**config.mk**
```make
export PLATFORM = sky130hd
export DESIGN_NAME = one_shot_redirect_flow_table_core
export DESIGN_NICKNAME = d
export VERILOG_FILES = /design/src/design/osrft_pkg.sv /design/src/design/osrft_ram.sv /design/src/design/osrft_cmp.sv /design/src/design/one_shot_redirect_flow_table_core.sv
export SDC_FILE = /design/constraint.sdc
export NUM_CORES = 2
export LEC_CHECK = 0
export BUFFER_PORTS_ARGS = -buffer_cell sky130_fd_sc_hd__clkbuf_2
export CORE_MARGIN = 4
export CORE_UTILIZATION = 40
export CTS_CLUSTER_SIZE = 8
export DETAILED_ROUTE_END_ITERATION = 6
export PLACE_DENSITY = 0.62
export SLEW_MARGIN = 25
export SYNTH_ARGS = -nofsm -noshare
export SYNTH_HDL_FRONTEND = slang
export SYNTH_HIERARCHICAL = 1
export SYNTH_SLANG_ARGS = --single-unit
```
**constraint.sdc**
```tcl
create_clock -name clock -period 18.6 [get_ports clock]
set_clock_uncertainty 0.15 [all_clocks]
set_input_delay 0.93 -clock clock [delete_from_list [all_inputs] [get_ports clock]]
set_output_delay 0.93 -clock clock [all_outputs]
set_load 0.02 [all_outputs]
```
**src/design/osrft_pkg.sv**
```systemverilog
// ----------------------------------------------------------------------------
// osrft_pkg: shared types and constants of the one-shot redirect flow table
// Table geometry, command codes and the per-entry record.
// ----------------------------------------------------------------------------
`default_nettype none
package osrft_pkg;

   localparam int TABLE_ENTRIES = 8;
   localparam int IDX_W = (TABLE_ENTRIES > 1) ? $clog2(TABLE_ENTRIES) : 1;
   localparam int CNT_W = $clog2(TABLE_ENTRIES + 1);
   localparam int TIMEOUT_W = 20;
   localparam logic [TIMEOUT_W-1:0] TIMEOUT_RESET = TIMEOUT_W'(5000);

   typedef enum logic [1:0] {
      CMD_INSERT = 2'd0,
      CMD_LOOKUP = 2'd1,
      CMD_TICK   = 2'd2,
      CMD_NONE   = 2'd3
   } cmd_type;

   typedef struct packed {
      logic [15:0] checksum;
      logic [63:0] addr_high;
      logic [63:0] addr_low;
      logic [15:0] dest_port;
      logic [15:0] source_port;
   } key_type;

   typedef struct packed {
      key_type     key;
      logic [15:0] router;
      logic [31:0] expiry;
   } entry_type;

   localparam int ENTRY_W = $bits(entry_type);

   // compare request from the sequencer to the shared unit
   typedef struct packed {
      key_type     key;
      logic [31:0] now;
      logic [31:0] best_expiry;
   } cmp_req_type;

   typedef struct packed {
      logic key_match;
      logic earlier;    // entry expiry before best expiry
      logic expired;    // now at or past entry expiry
   } cmp_rsp_type;

endpackage
`default_nettype wire

```
**src/design/osrft_ram.sv**
```systemverilog
// ----------------------------------------------------------------------------
// osrft_ram: generic simple dual-port RAM
// One write and one read address per cycle, registered read data.
// ----------------------------------------------------------------------------
`default_nettype none
module osrft_ram #(
   parameter int WIDTH = 8,
   parameter int DEPTH = 8
) (
   input  wire logic                             clock,
   input  wire logic                             wr_en,
   input  wire logic [$clog2(DEPTH>1?DEPTH:2)-1:0] wr_addr,
   input  wire logic [WIDTH-1:0]                 wr_data,
   input  wire logic [$clog2(DEPTH>1?DEPTH:2)-1:0] rd_addr,
   output logic      [WIDTH-1:0]                 rd_data
);
   logic [WIDTH-1:0] mem_ff [DEPTH];

   always_ff @(posedge clock) begin
      if (wr_en) begin
         mem_ff[wr_addr] <= wr_data;
      end
      rd_data <= mem_ff[rd_addr];
   end
endmodule
`default_nettype wire

```
**src/design/osrft_cmp.sv**
```systemverilog
// ----------------------------------------------------------------------------
// osrft_cmp: shared compare unit
// Key equality and wrap-aware time compares against one stored entry.
// ----------------------------------------------------------------------------
`default_nettype none
module osrft_cmp
   import osrft_pkg::*;
(
   input  wire entry_type   entry,
   input  wire cmp_req_type req,
   output cmp_rsp_type      rsp
);
   logic [31:0] diff_best;
   logic [31:0] diff_now;

   assign diff_best = entry.expiry - req.best_expiry;
   assign diff_now  = req.now - entry.expiry;

   assign rsp.key_match = (entry.key == req.key);
   assign rsp.earlier   = diff_best[31];
   assign rsp.expired   = !diff_now[31];
endmodule
`default_nettype wire

```
**src/design/one_shot_redirect_flow_table_core.sv**
```systemverilog
// ----------------------------------------------------------------------------
// one_shot_redirect_flow_table_core: redirect entry table with sequencer
// ----------------------------------------------------------------------------
// Each insert, lookup or tick scans the table one entry per cycle through a single
// shared compare unit fed from a registered-read RAM; an insert then writes the
// chosen entry in a separate write state. A lookup stops at the first match.
// A no-op command skips the scan. The result is held in an output register; a
// new word is accepted only once the previous result has been taken. Valid
// bits live in flip-flops, so there is no clearing pass after reset.
// ----------------------------------------------------------------------------
`default_nettype none
module one_shot_redirect_flow_table_core
   import osrft_pkg::*;
(
   input  wire logic                 clock,
   input  wire logic                 reset,
   input  wire logic                 req_valid,
   output logic                      req_ready,
   input  wire logic [1:0]           req_cmd,
   input  wire logic [15:0]          req_udp_checksum,
   input  wire logic [63:0]          req_dest_addr_high,
   input  wire logic [63:0]          req_dest_addr_low,
   input  wire logic [15:0]          req_dest_port,
   input  wire logic [15:0]          req_source_port,
   input  wire logic [15:0]          req_router_locator,
   output logic                      rsp_valid,
   input  wire logic                 rsp_ready,
   output logic                      rsp_hit,
   output logic [15:0]               rsp_caching_router_out,
   output logic [2:0]                rsp_slot_used,
   output logic                      rsp_evicted,
   output logic [3:0]                rsp_expired_count,
   input  wire logic                 csr_valid,
   output logic                      csr_ready,
   input  wire logic [TIMEOUT_W-1:0] csr_data
);
   typedef enum logic [2:0] {
      ST_IDLE, ST_SCAN, ST_WRITE, ST_DONE
   } state_type;

   state_type          state_ff;
   cmd_type            cmd_ff;
   entry_type          word_ff;
   logic [TABLE_ENTRIES-1:0] valid_ff;
   logic [31:0]        now_ff;
   logic [TIMEOUT_W-1:0] timeout_ff;
   logic [IDX_W:0]     rd_cnt_ff;   // address being issued
   logic [IDX_W:0]     chk_cnt_ff;  // index whose data is on rd_data
   logic               chk_live_ff;
   logic               have_free_ff;
   logic [IDX_W-1:0]   pick_ff;
   logic [31:0]        best_ff;
   logic [CNT_W-1:0]   exp_cnt_ff;

   entry_type   rd_data;
   entry_type   wr_data;
   logic        wr_en;
   logic [IDX_W-1:0] rd_addr;
   cmp_req_type creq;
   cmp_rsp_type crsp;
   logic [IDX_W-1:0] chk_idx;
   logic        chk_valid;

   assign rd_addr   = rd_cnt_ff[IDX_W-1:0];
   assign chk_idx   = chk_cnt_ff[IDX_W-1:0];
   assign chk_valid = valid_ff[chk_idx];
   assign wr_en     = (state_ff == ST_WRITE);
   assign wr_data   = {word_ff.key, word_ff.router, now_ff + 32'(timeout_ff)};

   osrft_ram #(.WIDTH(ENTRY_W), .DEPTH(TABLE_ENTRIES)) u_ram (
      .clock   (clock),
      .wr_en   (wr_en),
      .wr_addr (pick_ff),
      .wr_data (wr_data),
      .rd_addr (rd_addr),
      .rd_data (rd_data)
   );

   assign creq.key         = word_ff.key;
   assign creq.now         = now_ff;
   assign creq.best_expiry = best_ff;

   osrft_cmp u_cmp (.entry(rd_data), .req(creq), .rsp(crsp));

   assign req_ready = (state_ff == ST_IDLE) && !rsp_valid;
   assign csr_ready = 1'b1;

   always_ff @(posedge clock) begin
      if (reset) begin
         state_ff    <= ST_IDLE;
         valid_ff    <= '0;
         now_ff      <= '0;
         timeout_ff  <= TIMEOUT_RESET;
         rsp_valid   <= 1'b0;
         chk_live_ff <= 1'b0;
      end else begin
         if (csr_valid) timeout_ff <= csr_data;
         if (rsp_valid && rsp_ready) rsp_valid <= 1'b0;
         unique case (state_ff)
            ST_IDLE: begin
               if (req_valid && req_ready) begin
                  cmd_ff <= cmd_type'(req_cmd);
                  word_ff.key <= '{req_udp_checksum, req_dest_addr_high,
                                   req_dest_addr_low, req_dest_port,
                                   req_source_port};
                  word_ff.router <= req_router_locator;
                  rsp_hit                <= 1'b0;
                  rsp_caching_router_out <= '0;
                  rsp_slot_used          <= '0;
                  rsp_evicted            <= 1'b0;
                  rsp_expired_count      <= '0;
                  rd_cnt_ff    <= '0;
                  chk_live_ff  <= 1'b0;
                  have_free_ff <= 1'b0;
                  pick_ff      <= '0;
                  exp_cnt_ff   <= '0;
                  if (cmd_type'(req_cmd) == CMD_TICK) now_ff <= now_ff + 32'd1;
                  if (cmd_type'(req_cmd) == CMD_NONE) state_ff <= ST_DONE;
                  else state_ff <= ST_SCAN;
               end
            end
            ST_SCAN: begin
               if (rd_cnt_ff < (IDX_W+1)'(TABLE_ENTRIES)) begin
                  rd_cnt_ff <= rd_cnt_ff + 1'b1;
               end
               chk_cnt_ff  <= rd_cnt_ff;
               chk_live_ff <= (rd_cnt_ff < (IDX_W+1)'(TABLE_ENTRIES));
               if (chk_live_ff) begin
                  unique case (cmd_ff)
                     CMD_INSERT: begin
                        if (!have_free_ff) begin
                           if (!chk_valid) begin
                              have_free_ff <= 1'b1;
                              pick_ff      <= chk_idx;
                           end else if (chk_idx == '0 || crsp.earlier) begin
                              pick_ff <= chk_idx;
                              best_ff <= rd_data.expiry;
                           end
                        end
                     end
                     CMD_LOOKUP: begin
                        if (chk_valid && crsp.key_match) begin
                           valid_ff[chk_idx]      <= 1'b0;
                           rsp_hit                <= 1'b1;
                           rsp_caching_router_out <= rd_data.router;
                           rsp_slot_used          <= 3'(chk_idx);
                           state_ff               <= ST_DONE;
                        end
                     end
                     CMD_TICK: begin
                        if (chk_valid && crsp.expired) begin
                           valid_ff[chk_idx] <= 1'b0;
                           exp_cnt_ff        <= exp_cnt_ff + 1'b1;
                        end
                     end
                     default: ;
                  endcase
                  if (chk_cnt_ff == (IDX_W+1)'(TABLE_ENTRIES - 1)
                      && !(cmd_ff == CMD_LOOKUP && chk_valid && crsp.key_match))
                  begin
                     state_ff <= (cmd_ff == CMD_INSERT) ? ST_WRITE : ST_DONE;
                  end
               end
            end
            ST_WRITE: begin
               valid_ff[pick_ff] <= 1'b1;
               rsp_slot_used     <= 3'(pick_ff);
               rsp_evicted       <= !have_free_ff;
               state_ff          <= ST_DONE;
            end
            ST_DONE: begin
               if (cmd_ff == CMD_TICK) rsp_expired_count <= 4'(exp_cnt_ff);
               rsp_valid <= 1'b1;
               state_ff  <= ST_IDLE;
            end
            default: state_ff <= ST_IDLE;
         endcase
      end
   end

`ifndef SYNTHESIS
   a_hit_only_lookup: assert property (@(posedge clock) disable iff (reset)
      rsp_valid && rsp_hit |-> cmd_ff == CMD_LOOKUP)
      else $error("hit on non-lookup");
   a_no_accept_busy: assert property (@(posedge clock) disable iff (reset)
      state_ff != ST_IDLE |-> !req_ready)
      else $error("ready while busy");
   a_insert_sets_valid: assert property (@(posedge clock) disable iff (reset)
      state_ff == ST_WRITE |=> valid_ff[$past(pick_ff)])
      else $error("insert did not set valid");
   a_rsp_hold: assert property (@(posedge clock) disable iff (reset)
      rsp_valid && !rsp_ready |=> rsp_valid && $stable(rsp_slot_used))
      else $error("result dropped");
`endif
endmodule
`default_nettype wire

```
==> results.yml <==
status:
  status: "complete, no violations"
timing:
  setup_viol: 0
  rsz0062_at_grt: "false"
  finalHoldViolCount: 0
  min_period_ns: 5.415
  hold_ws_ns: 0.07299
  fin_tns_setup_ns: 0
  tightestPinTransition_ns: 1.075
  worst_slack_ns: 13.19
  slew_headroom_pct: 27.76
  finalCritPeriodShare_pct: 29.11
  max_freq_mhz: 184.7
  slew_violations: 0
place:
  placed_cell_area_um2: 92610
  dpl.cell_count: 7180
  dp_hpwl_mm: 111.1
  numPortBuffers: 245
  place_ws_ns: 13.06
  gp_congestion: 0.7716
detailed_routing:
  final_antenna_net_count: 0
  vias_per_cell: 5.331
  dr.first_iter.drc_count: 3556
  detail_route.first_pass.iterations: 5
  wl_mm: 198.0
  drc_errors: 0
  routedWlPerCell_um: 25.39
  num_vias: 41570
layout:
  stdcell_area_um2: 102700
  utilization_pct: 47.10
  final_nets: 5021
  most-common-layout-cells: "edfxtp_1 (2059), mux4_2 (449), clkbuf_16 (350)"
  stdcell_count: 7797
  final_common_cell: "edfxtp_1"
  drive_gt1_share_pct: 27.84
  area_growth_syn_to_layout_pct: 16.59
synthesis:
  syn_area_um2: 88070
  synth_top_family_by_area: "multiplexers"
  synthSimpleGateAreaFrac_pct: 2.272
  ys_ff_latch: 2347
  synth_edf_count: 2059
  syn_area_per_cell_um2: 21.14
  synth_compound_area_share_pct: 1.281
  synth_adder_area_share_pct: 1.301
  synth_cell_types: 67
  ys.flop_type: "edfxtp_1"
  ys_seq_area_share_pct: 76.75
  async_flop_share_pct: 0
  synth_warnings: 6
  syn_inst: 4166
  synth_fp_nets: 4476
  synth-xor-area-share_pct: 2.218
  synth_mux_area_share_pct: 14.67
setup_path:
  worst-setup-path-type: "flip-flop to flip-flop"
  cp-start-kind: "flip-flop"
  r2r_start: "state_ff[0]"
  cpPeakStageDelay_ns: 0.82
  timing.critical_path.mode_cell: "buf_4"
  r2r_end: "u_ram/mem_ff[6][177]"
  worstPathRequired_ns: 18.95
  crit_chain: "inv_1 -> ha_1 -> nand2_1 -> nor2_4 -> buf_4 -> buf_4 -> buf_4 -> buf_4"
  crit_arrival_ns: 5.77
  cp_max_fo: 49
  end_kind: "flip-flop"
  r2r_cells: 8
  regToRegSetupSlack_ns: 13.19
  cp_slowest_cell: "buf_4"
cts:
  clockBufferDepth: 4
  cts-root-buf: "clkbuf_16"
  htree_num_levels: 5
  cts_buffers: 344
  cts.sinks: 2347
  cts_tree: "built"
  ctsHoldBuffers: 38
  clkSlewWorstSetupHoldPaths_ns: 0.05
  cts_setup_buffers: 0
  clock_latency_ns: 0.92
  cts_resized: 0
pwr:
  p_total_mw: 14.54
  power_density_nw_per_um2: 141.6
  ir_drop_mv: 0.1139
  leakage_nw: 33.71
floorplan:
  die-area_um2: 227700
  rows: 171
  io_pins: 247
  die_height_um: 477.2
  core_um2: 218000
  start_util_pct: 40.40
  die_w_um: 477.2
global_routing:
  grt_pass1_wl_mm: 292.9
  grt_antenna_before_repair: 21
  overflow: 0
  grt_pass1_vias: 43300
  grt_util_all_layers_pct: 17.21
  grt_max_degree: 129
min_path:
  worst_hold_path.endpoint: "creq[117]"
  min_from: "req_dest_addr_low[21]"
  worstHoldPathType: "primary input to flip-flop"
  hold_depth: 1
job:
  maxCapViolations: 0
[where the power goes]
group / total, mW / internal [mW] / switching (mW)
Sequential: 6.76 / 6.43 / 0.324
Clock: 5.55 / 3.46 / 2.09
Combinational: 2.23 / 1.05 / 1.18
[kinds of logic (layout without fill, tap and decap cells)]
logic type / count (synthesis) / in the layout
muxes: 701 / 701
adders and majority gates: 91 / 91
DFF: 2347 / 2347
other: 1 / 5
xor gates and xnor gates: 223 / 223
AOI/OAI and AO/OA: 182 / 182
buffers and inverters: 252 / 1025
and+or+nand+nor: 369 / 369
[critical path, delay by kind of cell (launching register included)]
kind | cells | cell delay [ns]
fa+ha+maj | 1 | 0.43
buf+inv | 5 | 2.99
flops | 1 | 0.34
simple gates | 2 | 1.08
[final cells by class]
class | instances | area [µm²]
Antenna cell | 4 | 10.01
Sequential cell | 2347 | 67590
Clock buffer | 567 | 9593
Multi-Input combinational cell | 1567 | 19240
Fill cell | 17930 | 115300
Tap cell | 2854 | 3571
Clock inverter | 7 | 60.06
Timing Repair Buffer | 354 | 2246
Inverter | 97 | 364.1
[cell usage after synthesis, drive strengths merged (35+ instances only)]
library cell | instances | area [µm²]
a21oi | 70 | 350.3
and2 | 35 | 219.0
buf | 103 | 768.2
clkbuf | 52 | 195.2
dfxtp | 288 | 5766
edfxtp | 2059 | 61830
ha | 90 | 1126
inv | 97 | 364.1
mux2 | 225 | 2534
mux4 | 449 | 10110
nand2 | 72 | 270.3
nand4 | 47 | 300.3
nor2 | 76 | 285.3
o21ai | 38 | 190.2
xnor2 | 139 | 1217
xor2 | 84 | 735.7
[worst max path at each step]
| stage | start | to | slack (ns) |
|---|---|---|---|
| 5_1_grt | state_ff[0] | u_ram/mem_ff[6][203] | 12.85 |
| 3_5_place_dp | state_ff[0] | u_ram/mem_ff[6][177] | 13.06 |
| 4_1_cts | state_ff[0] | u_ram/mem_ff[6][77] | 13.06 |
| 6_report | state_ff[0] | u_ram/mem_ff[6][177] | 13.19 |
| 3_3_place_gp | state_ff[0] | u_ram/mem_ff[6][194] | 13.08 |
| 2_1_floorplan | state_ff[0] | u_ram/mem_ff[0][0] | 1.60 |
[flip-flops by register name, summed over array words and instances, names as in the netlist, 8 cells and up]
register / flops
rsp_caching_router_out: 16
u_ram/rd_data: 224
timeout_ff: 20
best_ff: 32
creq: 176
valid_ff: 8
word_ff: 16
now_ff: 32
u_ram/mem_ff: 1792
[metal layers]
| metal | part of all wire [%] | GRT usage [%] | vias up |
|---|---|---|---|
| met5 | 0.024 | 0 | - |
| met4 | 2.2 | 4.420 | 6 |
| met3 | 5.3 | 3.009 | 320 |
| met2 | 48 | 27.83 | 1184 |
| met1 | 44 | 24.33 | 22090 |
| li1 | - | - | 17970 |
Note: power is estimated with default switching activity, not from simulation.
